===== src/rtl/dru_pkg.sv =====
// ---------------------------------------------------------------------------
// dru_pkg
// Shared types, constants and character helpers for the record-to-text block.
// ---------------------------------------------------------------------------
package dru_pkg;

    localparam int QDEPTH  = 4;
    localparam int QPTR_W  = $clog2(QDEPTH);
    localparam int QCNT_W  = QPTR_W + 1;

    // results one item can expand into
    localparam int MAX_RES = 5;
    localparam int RIDX_W  = $clog2(MAX_RES + 1);

    localparam logic [7:0] CH_ZERO = 8'h30;  // '0'
    localparam logic [7:0] CH_UPA  = 8'h41;  // 'A'
    localparam logic [7:0] CH_PCT  = 8'h25;  // '%'
    localparam logic [7:0] CH_EQ   = 8'h3D;  // '='
    localparam logic [7:0] CH_SEMI = 8'h3B;  // ';'

    // one classified item, as passed from front to back
    typedef struct packed {
        logic [7:0] data_byte;
        logic [1:0] dig_hund;
        logic [3:0] dig_tens;
        logic [3:0] dig_ones;
        logic       safe;
        logic       do_type;
        logic       do_data;
        logic       do_semi;
        logic       do_stat;
        logic       trunc;
        logic       last;
    } t_job;

    typedef struct packed {
        logic [7:0] out_char;
        logic       is_char;
        logic       truncated;
        logic       out_end;
    } t_res;

    function automatic logic is_safe(input logic [7:0] c);
        logic r;
        r = ((c >= 8'h61) && (c <= 8'h7A)) ||
            ((c >= 8'h41) && (c <= 8'h5A)) ||
            ((c >= 8'h30) && (c <= 8'h39)) ||
            (c == 8'h2E) || (c == 8'h2F) || (c == 8'h2D) ||
            (c == 8'h5F) || (c == 8'h24);
        return r;
    endfunction

    function automatic logic [7:0] hex_char(input logic [3:0] nib);
        logic [7:0] r;
        if (nib < 4'd10) begin
            r = CH_ZERO + {4'd0, nib};
        end else begin
            r = CH_UPA + {4'd0, nib} - 8'd10;
        end
        return r;
    endfunction

endpackage


===== src/rtl/dru_front.sv =====
// ---------------------------------------------------------------------------
// dru_front
// Accepts raw identifier bytes, tracks the record parse and emits one
// classified job per item that gives any result.
// ---------------------------------------------------------------------------
module dru_front import dru_pkg::*; (
    input  logic       i_clk,
    input  logic       i_rst_n,
    input  logic       i_valid,
    input  logic [7:0] i_byte,
    input  logic       i_last,
    input  logic       i_full,
    output logic       o_stall,
    output logic       o_push,
    output t_job       o_job
);

    localparam logic [1:0] PH_TYPE = 2'd0;
    localparam logic [1:0] PH_LEN1 = 2'd1;
    localparam logic [1:0] PH_LEN2 = 2'd2;
    localparam logic [1:0] PH_DATA = 2'd3;

    logic [1:0]  r_phase, n_phase;
    logic [14:0] r_remain, n_remain;
    logic [6:0]  r_len_hi, n_len_hi;

    logic        accept;
    logic [1:0]  dig_hund;
    logic [6:0]  below_hund;
    logic [14:0] tens_prod;
    logic [3:0]  tens;
    logic [3:0]  ones;
    logic [14:0] len_full;
    logic [14:0] remain_dec;
    t_job        job;

    assign accept  = i_valid && !i_full;
    assign o_stall = i_full;

    // split the type byte into decimal digits
    always_comb begin
        if (i_byte >= 8'd200) begin
            dig_hund   = 2'd2;
            below_hund = 7'(i_byte - 8'd200);
        end else if (i_byte >= 8'd100) begin
            dig_hund   = 2'd1;
            below_hund = 7'(i_byte - 8'd100);
        end else begin
            dig_hund   = 2'd0;
            below_hund = i_byte[6:0];
        end
    end

    // divide by ten through the reciprocal, exact below one hundred
    assign tens_prod = {8'd0, below_hund} * 15'd205;
    assign tens      = tens_prod[14:11];
    assign ones      = 4'(below_hund - 7'({3'd0, tens} * 7'd10));

    assign len_full   = {r_len_hi, 8'd0} >> 1;
    assign remain_dec = (r_remain != 15'd0) ? r_remain - 15'd1 : r_remain;

    always_comb begin
        logic [14:0] len2;
        len2          = len_full + {7'd0, i_byte};
        n_phase       = r_phase;
        n_remain      = r_remain;
        n_len_hi      = r_len_hi;
        job.data_byte = i_byte;
        job.dig_hund  = dig_hund;
        job.dig_tens  = tens;
        job.dig_ones  = ones;
        job.safe      = is_safe(i_byte);
        job.do_type   = 1'b0;
        job.do_data   = 1'b0;
        job.do_semi   = 1'b0;
        job.do_stat   = 1'b0;
        job.trunc     = 1'b0;
        job.last      = i_last;
        case (r_phase)
            PH_TYPE: begin
                job.do_type = 1'b1;
                n_phase     = PH_LEN1;
            end
            PH_LEN1: begin
                if (i_byte[7]) begin
                    n_len_hi = i_byte[6:0];
                    n_phase  = PH_LEN2;
                end else if (i_byte == 8'd0) begin
                    job.do_semi = 1'b1;
                    n_phase     = PH_TYPE;
                end else begin
                    n_remain = {7'd0, i_byte};
                    n_phase  = PH_DATA;
                end
            end
            PH_LEN2: begin
                n_remain = len2;
                if (len2 == 15'd0) begin
                    job.do_semi = 1'b1;
                    n_phase     = PH_TYPE;
                end else begin
                    n_phase = PH_DATA;
                end
            end
            default: begin
                job.do_data = 1'b1;
                n_remain    = remain_dec;
                if (remain_dec == 15'd0) begin
                    job.do_semi = 1'b1;
                    n_phase     = PH_TYPE;
                end
            end
        endcase
        if (i_last) begin
            job.trunc   = (n_phase != PH_TYPE);
            job.do_stat = (n_phase != PH_TYPE) ||
                          !(job.do_type || job.do_data || job.do_semi);
            // end of identifier: start afresh
            n_phase  = PH_TYPE;
            n_remain = 15'd0;
            n_len_hi = 7'd0;
        end
    end

    assign o_job  = job;
    assign o_push = accept && (job.do_type || job.do_data || job.do_semi || job.do_stat);

    always_ff @(posedge i_clk) begin
        if (!i_rst_n) begin
            r_phase  <= PH_TYPE;
            r_remain <= 15'd0;
            r_len_hi <= 7'd0;
        end else if (accept) begin
            r_phase  <= n_phase;
            r_remain <= n_remain;
            r_len_hi <= n_len_hi;
        end
    end

endmodule


===== src/rtl/dru_queue.sv =====
// ---------------------------------------------------------------------------
// dru_queue
// Short job queue between the front and back halves.
// ---------------------------------------------------------------------------
module dru_queue import dru_pkg::*; (
    input  logic i_clk,
    input  logic i_rst_n,
    input  logic i_push,
    input  t_job i_job,
    output logic o_full,
    input  logic i_pop,
    output t_job o_job,
    output logic o_empty
);

    t_job              r_mem [QDEPTH];
    logic [QPTR_W-1:0] r_wr, r_rd;
    logic [QCNT_W-1:0] r_cnt, n_cnt;

    assign o_full  = (r_cnt == QCNT_W'(QDEPTH));
    assign o_empty = (r_cnt == '0);
    assign o_job   = r_mem[r_rd];

    always_comb begin
        n_cnt = r_cnt;
        if (i_push && !i_pop) begin
            n_cnt = r_cnt + 1'b1;
        end else if (!i_push && i_pop) begin
            n_cnt = r_cnt - 1'b1;
        end
    end

    always_ff @(posedge i_clk) begin
        if (i_push) begin
            r_mem[r_wr] <= i_job;
        end
    end

    always_ff @(posedge i_clk) begin
        if (!i_rst_n) begin
            r_wr  <= '0;
            r_rd  <= '0;
            r_cnt <= '0;
        end else begin
            if (i_push) begin
                r_wr <= r_wr + 1'b1;
            end
            if (i_pop) begin
                r_rd <= r_rd + 1'b1;
            end
            r_cnt <= n_cnt;
        end
    end

`ifndef NO_ASSERTIONS
    a_no_push_full: assert property (@(posedge i_clk) disable iff (!i_rst_n)
        i_push |-> !o_full) else $error("job pushed into full queue");
    a_no_pop_empty: assert property (@(posedge i_clk) disable iff (!i_rst_n)
        i_pop |-> !o_empty) else $error("job popped from empty queue");
    a_ptr_track: assert property (@(posedge i_clk) disable iff (!i_rst_n)
        (r_cnt != '0 && r_cnt != QCNT_W'(QDEPTH)) |-> (r_wr != r_rd))
        else $error("queue pointers disagree with count");
`endif

endmodule


===== src/rtl/dru_back.sv =====
// ---------------------------------------------------------------------------
// dru_back
// Expands the job at the queue head into text characters and status results,
// one per cycle while the output is not stalled, into a registered output stage.
// ---------------------------------------------------------------------------
module dru_back import dru_pkg::*; (
    input  logic i_clk,
    input  logic i_rst_n,
    input  t_job i_job,
    input  logic i_empty,
    output logic o_pop,
    output logic o_valid,
    input  logic i_stall,
    output t_res o_res
);

    t_res              list [MAX_RES];
    logic [RIDX_W-1:0] count;
    logic [RIDX_W-1:0] r_idx;
    logic              r_valid;
    t_res              r_res;
    logic              load;
    logic              at_tail;

    always_comb begin
        logic [RIDX_W-1:0] k;
        k = '0;
        for (int i = 0; i < MAX_RES; i++) begin
            list[i] = '0;
        end
        if (i_job.do_type) begin
            if (i_job.dig_hund != 2'd0) begin
                list[k] = '{CH_ZERO + {6'd0, i_job.dig_hund}, 1'b1, 1'b0, 1'b0};
                k = k + 1'b1;
            end
            if (i_job.dig_hund != 2'd0 || i_job.dig_tens != 4'd0) begin
                list[k] = '{CH_ZERO + {4'd0, i_job.dig_tens}, 1'b1, 1'b0, 1'b0};
                k = k + 1'b1;
            end
            list[k] = '{CH_ZERO + {4'd0, i_job.dig_ones}, 1'b1, 1'b0, 1'b0};
            k = k + 1'b1;
            list[k] = '{CH_EQ, 1'b1, 1'b0, 1'b0};
            k = k + 1'b1;
        end
        if (i_job.do_data) begin
            if (i_job.safe) begin
                list[k] = '{i_job.data_byte, 1'b1, 1'b0, 1'b0};
                k = k + 1'b1;
            end else begin
                list[k] = '{CH_PCT, 1'b1, 1'b0, 1'b0};
                k = k + 1'b1;
                list[k] = '{hex_char(i_job.data_byte[7:4]), 1'b1, 1'b0, 1'b0};
                k = k + 1'b1;
                list[k] = '{hex_char(i_job.data_byte[3:0]), 1'b1, 1'b0, 1'b0};
                k = k + 1'b1;
            end
        end
        if (i_job.do_semi) begin
            list[k] = '{CH_SEMI, 1'b1, 1'b0, 1'b0};
            k = k + 1'b1;
        end
        if (i_job.do_stat) begin
            list[k] = '{8'd0, 1'b0, i_job.trunc, 1'b0};
            k = k + 1'b1;
        end
        // flag the final result of the identifier
        if (i_job.last && k != '0) begin
            list[k - 1'b1].out_end = 1'b1;
        end
        count = k;
    end

    assign load    = !i_empty && (!r_valid || !i_stall);
    assign at_tail = (r_idx + 1'b1 >= count);
    assign o_pop   = load && at_tail;
    assign o_valid = r_valid;
    assign o_res   = r_res;

    always_ff @(posedge i_clk) begin
        if (load) begin
            r_res <= list[r_idx];
        end
    end

    always_ff @(posedge i_clk) begin
        if (!i_rst_n) begin
            r_valid <= 1'b0;
            r_idx   <= '0;
        end else begin
            if (load) begin
                r_valid <= 1'b1;
                r_idx   <= at_tail ? '0 : r_idx + 1'b1;
            end else if (!i_stall) begin
                r_valid <= 1'b0;
            end
        end
    end

`ifndef NO_ASSERTIONS
    a_status_ends: assert property (@(posedge i_clk) disable iff (!i_rst_n)
        (r_valid && !r_res.is_char) |-> r_res.out_end)
        else $error("status result is not the last of the identifier");
    a_status_blank: assert property (@(posedge i_clk) disable iff (!i_rst_n)
        (r_valid && !r_res.is_char) |-> (r_res.out_char == 8'd0))
        else $error("status result carries a character");
    a_idx_range: assert property (@(posedge i_clk) disable iff (!i_rst_n)
        !i_empty |-> (r_idx < count))
        else $error("expansion index beyond job length");
`endif

endmodule


===== src/rtl/docid_record_to_url_text_core.sv =====
// An accepted item passes the job queue, then the output register, before its first
// character is offered. Results leave the output register one per cycle while not
// stalled; an item gives up to five results (up to four for an escaped data byte).
// A four-entry job queue lets input accepts run ahead of the character expansion.
// Reset (synchronous, active low) returns the parser to expecting a type byte,
// empties the queue and drops any pending result.
// ---------------------------------------------------------------------------
// docid_record_to_url_text_core
// Converts a binary document identifier record stream into its text form.
// ---------------------------------------------------------------------------
module docid_record_to_url_text_core import dru_pkg::*; (
    input  logic       i_clk,
    input  logic       i_rst_n,
    input  logic       i_in_valid,
    output logic       o_in_stall,
    input  logic [7:0] i_in_byte,
    input  logic       i_in_last,
    output logic       o_out_valid,
    input  logic       i_out_stall,
    output logic [7:0] o_out_char,
    output logic       o_is_char,
    output logic       o_truncated,
    output logic       o_out_end
);

    logic push, pop, full, empty;
    t_job job_in, job_head;
    t_res res;

    dru_front u_front (
        .i_clk   (i_clk),
        .i_rst_n (i_rst_n),
        .i_valid (i_in_valid),
        .i_byte  (i_in_byte),
        .i_last  (i_in_last),
        .i_full  (full),
        .o_stall (o_in_stall),
        .o_push  (push),
        .o_job   (job_in)
    );

    dru_queue u_queue (
        .i_clk   (i_clk),
        .i_rst_n (i_rst_n),
        .i_push  (push),
        .i_job   (job_in),
        .o_full  (full),
        .i_pop   (pop),
        .o_job   (job_head),
        .o_empty (empty)
    );

    dru_back u_back (
        .i_clk   (i_clk),
        .i_rst_n (i_rst_n),
        .i_job   (job_head),
        .i_empty (empty),
        .o_pop   (pop),
        .o_valid (o_out_valid),
        .i_stall (i_out_stall),
        .o_res   (res)
    );

    assign o_out_char  = res.out_char;
    assign o_is_char   = res.is_char;
    assign o_truncated = res.truncated;
    assign o_out_end   = res.out_end;

endmodule


===== config.mk =====
export PLATFORM = sky130hd
export DESIGN_NAME = docid_record_to_url_text_core
export DESIGN_NICKNAME = d
export VERILOG_FILES = /design/src/rtl/dru_pkg.sv /design/src/rtl/dru_front.sv /design/src/rtl/dru_queue.sv /design/src/rtl/dru_back.sv /design/src/rtl/docid_record_to_url_text_core.sv
export SDC_FILE = /design/constraint.sdc
export NUM_CORES = 1
export LEC_CHECK = 0
export BUFFER_PORTS_ARGS = -buffer_cell sky130_fd_sc_hd__buf_4
export CORE_MARGIN = 5
export CORE_UTILIZATION = 30
export DETAILED_ROUTE_END_ITERATION = 12
export GPL_ROUTABILITY_DRIVEN = 0
export PLACE_DENSITY = 0.42
export SLEW_MARGIN = 20
export SYNTH_ARGS = -nofsm -noshare
export SYNTH_HDL_FRONTEND = slang
export SYNTH_SLANG_ARGS = --single-unit
export TNS_END_PERCENT = 50

===== constraint.sdc =====
create_clock -name i_clk -period 6.3 [get_ports i_clk]
set_input_delay 0.315 -clock i_clk [delete_from_list [all_inputs] [get_ports i_clk]]
set_output_delay 0.315 -clock i_clk [all_outputs]
set_load 0.005 [all_outputs]

==> metrics.md <==
| Metric | Value |
|---|---|
| Flip-flop and latch area | `0.00396 mm²` |
| Worst hold path depth | `3` |
| Gr ovfl total | `0` |
| Most common cell after layout, fill and taps aside | `edfxtp_1` |
| Syn Area/Cell | `about 9.7 µm²` |
| R2R cell count | `26` |
| Nets | `1216` |
| Total track usage | `16.9%` |
| Slew margin rel. | `40.2%` |
| First-pass GRT wire length | `around 52000 µm` |
| Maxcap violations | `0` |
| Area of the multi-input gates | `0.00609 mm²` |
| Clock Tree Root | `clkbuf_16` |
| Maximum clock path buffer count | `2` |
| Row count | `68` |
| DRC viols | `0` |
| Routed Antenna Nets | `0` |
| Post-synth cell types | `86` |
| Met2 wire length | `14700 µm` |
| Filler instances | `roughly 3500` |
| Peak VDD IR | `0.202 mV` |
| Post-route insts no fill | `about 1600` |
| Die Ht | `197 µm` |
| Initial core utilization | `30.4%` |
| Top post-synthesis cells by area | `edfxtp_1 (30%), ha_1 (8.3%), dfxtp_1 (7.0%)` |
| Core Util, Final | `34.8%` |
| CTS clk-pin slew, worst paths | `0.06 ns` |
| R2r setup slk | `0.59 ns` |
| Worst Hold End | `u_back.o_valid` |
| DR top layer | `met4` |
| # setup viols final | `0` |
| TritonCTS Buffers | `17` |
| Max incr delay on CP | `about 0.50 ns` |
| Routed wl met3 | `1990 µm` |
| Synth Flop Type | `edfxtp_1` |
| CTS sink count | `144` |
| Clk_lat worst skew | `about 0.42 ns` |
| PortBufs | `25` |
| Iter 0 DRT Violations | `652` |
| Ports | `26` |
| Htree depth | `4` |
| Antenna Diode Count | `0` |
| Ratio of cells with drive above 1 in the final layout | `14.3%` |
| CP startpoint kind | `input pin` |
| Post-Route Skew | `0.0139 ns` |
| Vias in the first global route | `8864` |
| CP Capture Type | `flip-flop` |
| Post-CTS setup buffers | `0` |
| Synth warn | `0` |
| Req. time, crit path | `6.42 ns` |
| Synth top area share | `30.5%` |
| Initial antenna violation count | `0` |
| Leading cell types in the layout, fill and taps excluded | `edfxtp_1 (107), a21oi_1 (79), nand2_1 (77)` |
| Core area | `0.0346 mm²` |
| Status | `finished, final reports clean` |
| Post-Route M1 WL | `roughly 15000 µm` |
| HP Start | `i_out_stall` |
| Worst hold path type | `in2reg` |
| Dpl cells | `1559` |
| Fin crit share | `slightly above 90%` |
| Slowest-stage cell, CP | `fa_1` |
| Routed len/inst | `approximately 21 µm` |
| Yosys reg bits | `144` |
| F_max | `about 0.17 GHz` |
| Critical path class | `in2reg` |
| CTS Hold Bufs | `0` |
| Critical path's most frequent cell | `xnor2_1` |
| Final hold violations | `0` |
| Register area share after synthesis | `37.5%` |
| Unrepaired setup endpoints after global routing | `false` |
| Post-synth net total | `1185` |
| Die Footprint | `between 0.03 and 0.04 mm²` |
| Least-Margin Pin Slew | `0.898 ns` |
| Crit path max-delay family | `adder cells` |
| Post-Syn Instances | `around 1100` |
| Crit-path max FO | `4` |
| Number of flops mapped to enable cells by yosys | `107` |
| Pleak | `4.53 nW` |
| P per Cell Area | `approximately 450 mW/mm²` |
| P&R area growth vs syn | `14.3%` |
| Die Wd | `197 µm` |
| Worst path bufs/invs | `5` |
| Reg-to-Reg End | `u_queue.r_cnt[2]` |
| Max-slew violations | `0` |
| Via/cell ratio | `5.68` |
| Asr flop ratio synth | `0%` |
| Via count | `9029` |
| Post-CTS Resized | `0` |
| Tmin final | `5.81 ns` |
| Largest net degree at the start of global routing | `37` |
| CP arrival | `5.92 ns` |
| Detailed Route WL | `around 33000 µm` |
| DP HPWL | `24100 µm` |
| TritonCTS clock tree | `built` |
| Post-synth top area cell | `edfxtp_1` |
| Router iterations before antenna repair | `5` |
| Synth Cell Area | `0.0105 mm²` |
[metal layers]
layer / vias to the layer above / GRT usage (%)
met2: 334 / 26.5
met4: 0 / 6.24
met3: 93 / 3.09
met5: - / 0
li1: 4206 / -
met1: 4396 / 23.3
[state kept, by name, indices dropped and copies added, names as in the netlist, named ones only]
| name | count |
|---|---|
| u_back.o_valid | 1 |
| u_front.r_len_hi | 7 |
| u_back.o_res | 11 |
| u_queue.r_cnt | 3 |
| u_queue.r_mem | 96 |
| u_front.r_remain | 15 |
| u_queue.r_wr | 2 |
| u_back.r_idx | 3 |
| u_front.r_phase | 2 |
| u_queue.r_rd | 2 |
[through the flow]
stage	hold WS (ns)	instance area (µm²)	setup WS [ns]	power (mW)	TNS, ns
floorplan	0.414	10500	0.0282	3.35	0
CTS	0.149	12100	0.438	5.42	0
detailed placement	0.482	11400	-0.0000360	4.34	-0.0000515
global placement	0.471	11400	0.123	4.38	0
finish	0.176	12100	0.494	5.42	0
global route	0.163	12100	0.0829	5.79	0
[final cells by class]
cell class,count,share of cell area (%)
Timing Repair Buffer,72,4.59
Clock buffer,26,4.68
Multi-Input combinational cell,819,50.5
Inverter,69,2.21
Tap cell,455,4.72
Clock inverter,6,0.509
Sequential cell,144,32.8
[worst reg2reg max path, stage by stage (launching register included)]
cell      delay, ns
dfxtp_2        0.46
buf_4          0.18
mux4_2         0.51
or3b_1         0.52
clkinv_4       0.13
nand2_4        0.06
inv_4          0.05
ha_1           0.14
clkinv_1       0.15
xnor2_1        0.17
a22o_1         0.23
ha_1           0.30
mux2i_1        0.17
inv_1          0.08
ha_1           0.29
a21oi_1        0.21
ha_1           0.27
a21o_1         0.15
a21oi_1        0.17
nor2_1         0.10
inv_1          0.07
ha_1           0.16
inv_1          0.06
fa_1           0.37
xor2_1         0.15
or3_1          0.29
a21boi_0       0.18
[synthesized netlist by cell type (6+ instances only)]
| library cell | instances |
|---|---|
| o22ai_1 | 16 |
| a21o_1 | 10 |
| o221ai_1 | 9 |
| nand3_1 | 35 |
| o211ai_1 | 12 |
| fa_1 | 10 |
| and3_1 | 13 |
| nand2_1 | 77 |
| nand4_1 | 7 |
| xor2_1 | 11 |
| nor3_1 | 29 |
| inv_1 | 65 |
| edfxtp_1 | 107 |
| nor2b_1 | 24 |
| ha_1 | 70 |
| a22oi_1 | 21 |
| mux2i_1 | 12 |
| mux2_2 | 6 |
| nor2_1 | 63 |
| a21boi_0 | 14 |
| nor4_1 | 12 |
| clkbuf_1 | 47 |
| nor3b_1 | 6 |
| o21ai_0 | 65 |
| buf_2 | 9 |
| a21oi_1 | 79 |
| or2_2 | 7 |
| a32oi_1 | 8 |
| a31oi_1 | 13 |
| or3_1 | 14 |
| o31ai_1 | 10 |
| mux4_2 | 25 |
| xnor2_1 | 27 |
| nand2b_1 | 7 |
| and2_1 | 14 |
| dfxtp_1 | 37 |
[where the power goes]
group          leakage (nW)  total (mW)  switching (mW)  internal (mW)
Sequential             1.29        1.36          0.0752           1.29
Clock                 0.312        1.05           0.390          0.660
Combinational          2.93        3.01            1.86           1.15
Total                  4.53        5.42            2.32           3.10
[how the worst max path moves through the flow]
stage	from	end	slack (ns)	cells after the start
finish	i_in_byte[4]	u_queue.r_mem[0][10]	0.49	25
global route	i_in_byte[3]	u_queue.r_mem[0][10]	0.08	27
CTS	i_in_byte[4]	u_queue.r_mem[0][10]	0.44	25
detailed placement	i_in_byte[4]	u_queue.r_mem[0][10]	-0.00004	25
global placement	i_in_byte[3]	u_queue.r_mem[0][10]	0.12	27
floorplan	flip-flop	u_queue.r_cnt[2]	0.03	26
[logic make-up (layout without fill, tap and decap cells)]
group                      after synthesis  after routing  synth area share, %
xor gates and xnor gates                40             40                 3.57
and+or+nand+nor                        323            323                 15.5
DFF                                    144            144                 37.5
AOI/OAI and AO/OA                      333            333                 21.2
buffers and inverters                  129            173                 4.91
muxes                                   43             43                 7.12
adders and majority gates               80             80                 10.2
(Power assumes the default switching activity.)
